$ cat src/sv/bas_pkg.sv
// shared constants, types and compare function of the byte array sorter
// no dependencies
package bas_pkg;

  localparam int MAX_ELEMENTS = 64;
  localparam int CNT_W        = $clog2(MAX_ELEMENTS + 1);

  typedef struct packed {
    logic insert;  // take one byte into the cell chain
    logic shift;   // hand out the head cell and shift the chain down
  } cmd_t;

  typedef struct packed {
    logic last_one;  // one byte left in the chain
  } status_t;

  // true when a placed before b breaks the requested order
  function automatic logic out_of_order(input logic signed [7:0] a,
                                        input logic signed [7:0] b,
                                        input logic desc);
    return desc ? (a < b) : (a > b);
  endfunction

endpackage

$ cat src/sv/byte_array_sorter.sv
// byte array sorter: collects a set of signed bytes and returns it sorted.
// It takes one byte per cycle while collecting: every request is inserted in
// its sorted place in a chain of 64 byte cells in the cycle it is accepted.
// The request marked last ends the set; the sorter then drains the chain, one
// result per cycle while out_ready_i is high. No new byte is taken while a set
// drains. Bytes beyond 64 in one set are dropped and every result of that set
// has overflow_o set. The descending bit is written through the cfg channel,
// which is always ready; write it only while the sorter is idle.
// depends on bas_pkg, bas_ctrl, bas_datapath
module byte_array_sorter (
  input  logic              clk_i,
  input  logic              rst_ni,
  // configuration write channel
  input  logic              cfg_valid_i,
  output logic              cfg_ready_o,
  input  logic              cfg_data_i,
  // byte request channel
  input  logic              in_valid_i,
  output logic              in_ready_o,
  input  logic signed [7:0] value_i,
  input  logic              last_i,
  // sorted result channel
  output logic              out_valid_o,
  input  logic              out_ready_i,
  output logic signed [7:0] sorted_value_o,
  output logic              final_res_o,
  output logic              overflow_o
);

  bas_pkg::cmd_t    cmd;
  bas_pkg::status_t status;
  logic             descending_q;

  // configuration is always taken
  assign cfg_ready_o = 1'b1;

  always_ff @(posedge clk_i or negedge rst_ni) begin
    if (!rst_ni) begin
      descending_q <= 1'b0;
    end else if (cfg_valid_i) begin
      descending_q <= cfg_data_i;
    end
  end

  // collect / drain sequencing
  bas_ctrl u_ctrl (
    .clk_i      (clk_i),
    .rst_ni     (rst_ni),
    .in_valid_i (in_valid_i),
    .last_i     (last_i),
    .out_ready_i(out_ready_i),
    .status_i   (status),
    .in_ready_o (in_ready_o),
    .out_valid_o(out_valid_o),
    .cmd_o      (cmd)
  );

  // cell chain, count and drop flag
  bas_datapath u_datapath (
    .clk_i       (clk_i),
    .rst_ni      (rst_ni),
    .cmd_i       (cmd),
    .descending_i(descending_q),
    .value_i     (value_i),
    .status_o    (status),
    .head_o      (sorted_value_o),
    .dropped_o   (overflow_o)
  );

  // the head cell is the last result when one byte remains
  assign final_res_o = status.last_one;

endmodule

$ cat src/sv/bas_ctrl.sv
// controller of the byte array sorter: collect and drain phases
// depends on bas_pkg
module bas_ctrl (
  input  logic           clk_i,
  input  logic           rst_ni,
  input  logic           in_valid_i,
  input  logic           last_i,
  input  logic           out_ready_i,
  input  bas_pkg::status_t status_i,
  output logic           in_ready_o,
  output logic           out_valid_o,
  output bas_pkg::cmd_t  cmd_o
);

  localparam logic ST_COLLECT = 1'b0;
  localparam logic ST_DRAIN   = 1'b1;

  logic state_q, state_d;

  assign in_ready_o   = (state_q == ST_COLLECT);
  assign out_valid_o  = (state_q == ST_DRAIN);
  assign cmd_o.insert = in_valid_i & in_ready_o;
  assign cmd_o.shift  = out_valid_o & out_ready_i;

  always_comb begin
    state_d = state_q;
    case (state_q)
      ST_COLLECT: begin
        if (cmd_o.insert && last_i) state_d = ST_DRAIN;
      end
      ST_DRAIN: begin
        if (cmd_o.shift && status_i.last_one) state_d = ST_COLLECT;
      end
      default: state_d = ST_COLLECT;
    endcase
  end

  always_ff @(posedge clk_i or negedge rst_ni) begin
    if (!rst_ni) begin
      state_q <= ST_COLLECT;
    end else begin
      state_q <= state_d;
    end
  end

endmodule

$ cat src/sv/bas_datapath.sv
// datapath of the byte array sorter: sorted insertion cell chain and count
// depends on bas_pkg
module bas_datapath (
  input  logic                     clk_i,
  input  logic                     rst_ni,
  input  bas_pkg::cmd_t            cmd_i,
  input  logic                     descending_i,
  input  logic signed [7:0]        value_i,
  output bas_pkg::status_t         status_o,
  output logic signed [7:0]        head_o,
  output logic                     dropped_o
);

  localparam int N = bas_pkg::MAX_ELEMENTS;

  logic signed [7:0]          cell_q [N];
  logic signed [7:0]          cell_d [N];
  logic [N-1:0]               after_new;  // new byte goes at or before this cell
  logic [bas_pkg::CNT_W-1:0]  count_q, count_d;
  logic                       dropped_q, dropped_d;
  logic                       full;

  assign full              = (count_q == bas_pkg::CNT_W'(N));
  assign status_o.last_one = (count_q == bas_pkg::CNT_W'(1));
  assign head_o            = cell_q[0];
  assign dropped_o         = dropped_q;

  for (genvar g = 0; g < N; g++) begin : g_cell
    assign after_new[g] = (bas_pkg::CNT_W'(g) >= count_q) ||
                          bas_pkg::out_of_order(cell_q[g], value_i, descending_i);
    if (g == 0) begin : g_head
      always_comb begin
        cell_d[g] = cell_q[g];
        if (cmd_i.insert && !full) begin
          if (after_new[g]) cell_d[g] = value_i;
        end else if (cmd_i.shift) begin
          cell_d[g] = cell_q[g+1];
        end
      end
    end else if (g == N - 1) begin : g_tail
      always_comb begin
        cell_d[g] = cell_q[g];
        if (cmd_i.insert && !full && after_new[g]) begin
          cell_d[g] = after_new[g-1] ? cell_q[g-1] : value_i;
        end
      end
    end else begin : g_mid
      always_comb begin
        cell_d[g] = cell_q[g];
        if (cmd_i.insert && !full) begin
          if (after_new[g]) cell_d[g] = after_new[g-1] ? cell_q[g-1] : value_i;
        end else if (cmd_i.shift) begin
          cell_d[g] = cell_q[g+1];
        end
      end
    end
  end

  always_comb begin
    count_d   = count_q;
    dropped_d = dropped_q;
    if (cmd_i.insert) begin
      if (full) dropped_d = 1'b1;
      else      count_d   = count_q + bas_pkg::CNT_W'(1);
    end else if (cmd_i.shift) begin
      count_d = count_q - bas_pkg::CNT_W'(1);
      if (status_o.last_one) dropped_d = 1'b0;
    end
  end

  always_ff @(posedge clk_i) begin
    for (int i = 0; i < N; i++) cell_q[i] <= cell_d[i];
  end

  always_ff @(posedge clk_i or negedge rst_ni) begin
    if (!rst_ni) begin
      count_q   <= '0;
      dropped_q <= 1'b0;
    end else begin
      count_q   <= count_d;
      dropped_q <= dropped_d;
    end
  end

endmodule

$ cat config.mk
export PLATFORM = sky130hd
export DESIGN_NAME = byte_array_sorter
export DESIGN_NICKNAME = d
export VERILOG_FILES = /design/src/sv/bas_pkg.sv /design/src/sv/byte_array_sorter.sv /design/src/sv/bas_ctrl.sv /design/src/sv/bas_datapath.sv
export SDC_FILE = /design/constraint.sdc
export NUM_CORES = 2
export LEC_CHECK = 0
export ABC_CLOCK_PERIOD_IN_PS = 2800
export BUFFER_PORTS_ARGS = -buffer_cell sky130_fd_sc_hd__buf_2
export CELL_PAD_IN_SITES_DETAIL_PLACEMENT = 0
export CELL_PAD_IN_SITES_GLOBAL_PLACEMENT = 1
export CORE_MARGIN = 10
export CORE_UTILIZATION = 35
export DETAILED_ROUTE_END_ITERATION = 10
export GPL_TIMING_DRIVEN = 0
export PLACE_DENSITY_LB_ADDON = 0.1
export SYNTH_ARGS = -nofsm -noshare
export SYNTH_HDL_FRONTEND = slang
export SYNTH_SLANG_ARGS = --single-unit
export TNS_END_PERCENT = 100
$ cat constraint.sdc
create_clock -name clk_i -period 2.8 [get_ports clk_i]
set_input_delay 0.28 -clock clk_i [delete_from_list [all_inputs] [get_ports clk_i]]
set_output_delay 0.28 -clock clk_i [all_outputs]
set_load 0.02 [all_outputs]
==> impl_metrics.toml <==
[run_status]
status = "complete, but fails checks"
violations = "max-capacitance violations, max-slew violations, negative setup slack"

[synth]
ys_seq_elements = 522
ys_seq_area_share_pct = 38.7
synth_area_um2 = 40400
synth-edff-count = 512
synthesis.nets = 4788
synth_cell_type_count = 94
syn_area_per_cell_um2 = 9.50
synthArstFlopShare_pct = 1.92
syn_inst = 4255
synthFlopType = "edfxtp_1"
ys.warnings.count = 0

[detailed_routing]
num_vias = 40100
dr.pass1.iters = 6
dr.first_iter.drc_count = 5596
wl_um = 234000
drcViolationCount = 0
post_drt_wl_per_cell_um = 38.2
ant_nets = 0
avgViaCountPerCell = 6.54

[floorplan]
die_h_um = 360
design.die.area_um2 = 129000
start_util_pct = 35.3
io_pins = 28
rows = 124
core-area_um2 = 115000
die_x_um = 360

[finish]
layout_commonest_cell = "edfxtp_1"
n_fill_cell = 11300
drive_gt1_share_pct = 20.9
mostFrequentLayoutCells = "edfxtp_1 (512), nand2_1 (477), ha_1 (463)"
multiInputGateArea_um2 = 25200
area_growth_pct = 23.4
utilization_pct = 43.6
design_area_um2 = 49900
regArea_um2 = 15600
nets = 5084

[setup_path]
critPathArrivalTime_ns = 3.37
crit_fanout = 12
cpMaxStageDelayCell = "mux2i_2"
crit_type = "register to register"
crit_path_max_incr_delay_ns = 0.40
critPathTopFamily = "buffers and inverters"
crit_top_cell = "buf_12"
worstPathRequired_ns = 3.28
crit_chain = "buf_12 > buf_8 > buf_12 > buf_6 > a31oi_1 > mux2i_2 > nand2_4 > mux2i_1 > a21oi_2"
startpoint_type = "register"
crit_buf_inv = 4
endpoint_kind = "register"

[power_and_ir_drop]
power_leakage_uw = 0.0196
irDropWorstVdd_mv = 0.556
powerDensity_nw_per_um2 = 1320

[global_routing]
busiest_layer = "met2"
met1_usage_pct = 46.5
antenna_found_initial = 16
use_met2_pct = 50.1
track_usage_pct = 34.3
grt_max_degree = 40
grt_pass1_vias = 37000
grt_pass1_wl_um = 313000
use_met3_pct = 8.64
grt_overflow = 0

[sta]
post-route-min-period_ns = 2.89
worst_slew_pin_slew_ns = 1.57
final.setup.tns_ns = -0.923
fin_skew_ns = 0.0314
drv_slew = 22
grt_setup_unrepaired = "yes"
hold_viol_final = 0
setup_slack_ns = -0.0878
setup_viol = 31
hold_ws_ns = 0.0504
fmax_ghz = 0.346
maxSlewHeadroom_pct = -4.99
period_share_pct = 103

[cts]
insertion_delay_ns = 0.67
cts_tree = "yes"
numCtsBuffers = 68
clockBufferDepth = 3
clk_pin_slew_ns = 0.06
clkSinkCount = 522
cts-root-buf = "clkbuf_16"
htreeDepth = 3

[job]
drv_cap = 2

[placed_design]
gp_congestion = 0.961
dp.final_hpwl_um = 153000
portBuffers = 19
placed_area_um2 = 43700

[worst_hold_path]
hold_path_class = "input pin to async pin"
==> layer usage <==
| layer | vias to the layer above | part of all wire (%) |
|---|---|---|
| met5 | - | 0.018 |
| met4 | 6 | 6.2 |
| met3 | 587 | 11 |
| met2 | 2641 | 41 |
| met1 | 19900 | 41 |
| li1 | 16900 | - |
==> layout make-up <==
cell class	count	area share, %
multi-input combinational	3311	50.5
sequential	522	31.3
buffer	281	5.08
timing repair buffer	227	3.82
tap	1512	3.79
clock buffer	90	3.74
inverter	140	1.11
clock inverter	32	0.572
antenna	8	0.0401
==> state kept, by name, indices dropped and copies added (netlist names) <==
signal                cells
u_datapath.cell_q       512
u_ctrl.out_valid_o        1
u_datapath.dropped_o      1
u_datapath.count_q        7
descending_q              1
==> repair_timing <==
item / in CTS / in global routing
gates cloned: 13 / 6
setup endpoints to repair: 1033 / 980
resized for setup: 462 / 240
hold buffers: 4 / 0
buffers inserted: 50 / 134
pin swaps: 29 / 43
endpoints found under the hold margin: 12 / 0
==> worst register-to-register path: cells and delay by family, from the launching register on <==
family | cells | cell delay (ns)
buffers and inverters | 4 | 1.04
multiplexers | 2 | 0.60
AO/OA/AOI/OAI | 2 | 0.46
flip-flops | 1 | 0.39
AND/OR/NAND/NOR | 1 | 0.22
==> cell usage after synthesis, drive strengths merged, types with 6 or more instances <==
library cell	number	area [um^2]
a221oi	13	114
o21a	29	218
o41ai	10	181
dfrtp	10	250
a31oi	37	231
o21ai	219	1100
clkbuf	130	494
ha	518	6480
mux2	13	150
and4b	7	70.1
and2	6	37.5
nand2	560	2130
nor2	286	1080
a31o	7	61.3
a311oi	19	166
edfxtp	512	15400
nand3b	10	75.1
a22oi	20	150
and3	8	50.1
inv	140	526
xnor2	6	52.6
nand3	305	1530
buf	154	850
o221a	8	90.1
a21o	41	308
mux2i	146	1520
nand4	69	432
and4	22	193
nor2b	50	313
a41o	6	60.1
nor3	16	80.1
o31a	79	692
o211ai	281	2120
or3	9	61.3
a21boi	19	143
o22ai	9	56.3
nand2b	37	231
a211oi	46	360
o221ai	28	251
a21oi	300	1510
o2111ai	8	70.1
==> where the power goes <==
part           internal [uW]  switching, uW
combinational          13600          22800
clock                   5080           3970
sequential             14800           5440
total                  33500          32200
==> path summary, 6_finish.rpt <==
path	cells past startpoint	slack (ns)	startpoint	endpoint
hold reg to reg	1	0.52	u_datapath.dropped_o	u_datapath.dropped_o
hold / removal	2	0.05	rst_ni	descending_q
setup / recovery	9	-0.09	descending_q	u_datapath.cell_q[22][7]
min in group clk_i	3	0.18	value_i[5]	u_datapath.cell_q[20][5]
max in group asynchronous	2	2.47	rst_ni	u_datapath.count_q[4]
setup reg to reg	9	-0.09	descending_q	u_datapath.cell_q[22][7]
==> stage by stage <==
stage | total power, uW | setup WS, ns | std cells
after CTS | 61500 | -0.00515 | 5978
after floorplan | 37200 | -0.0643 | 4255
after detailed placement | 50200 | -2.04 | 5789
after global placement | 50000 | -2.41 | 5786
after global routing | 68300 | -0.0779 | 6115
final | 65700 | -0.0878 | 6123
==> logic make-up after synthesis <==
group	share of synthesized area, %
compound gates	20.5
xor+xnor	0.130
fa+ha+maj	16.0
buf+inv	4.62
flops	38.7
mux	4.12
other cells	0.00928
simple gates	15.9
Power figures use the tool's default switching activity.
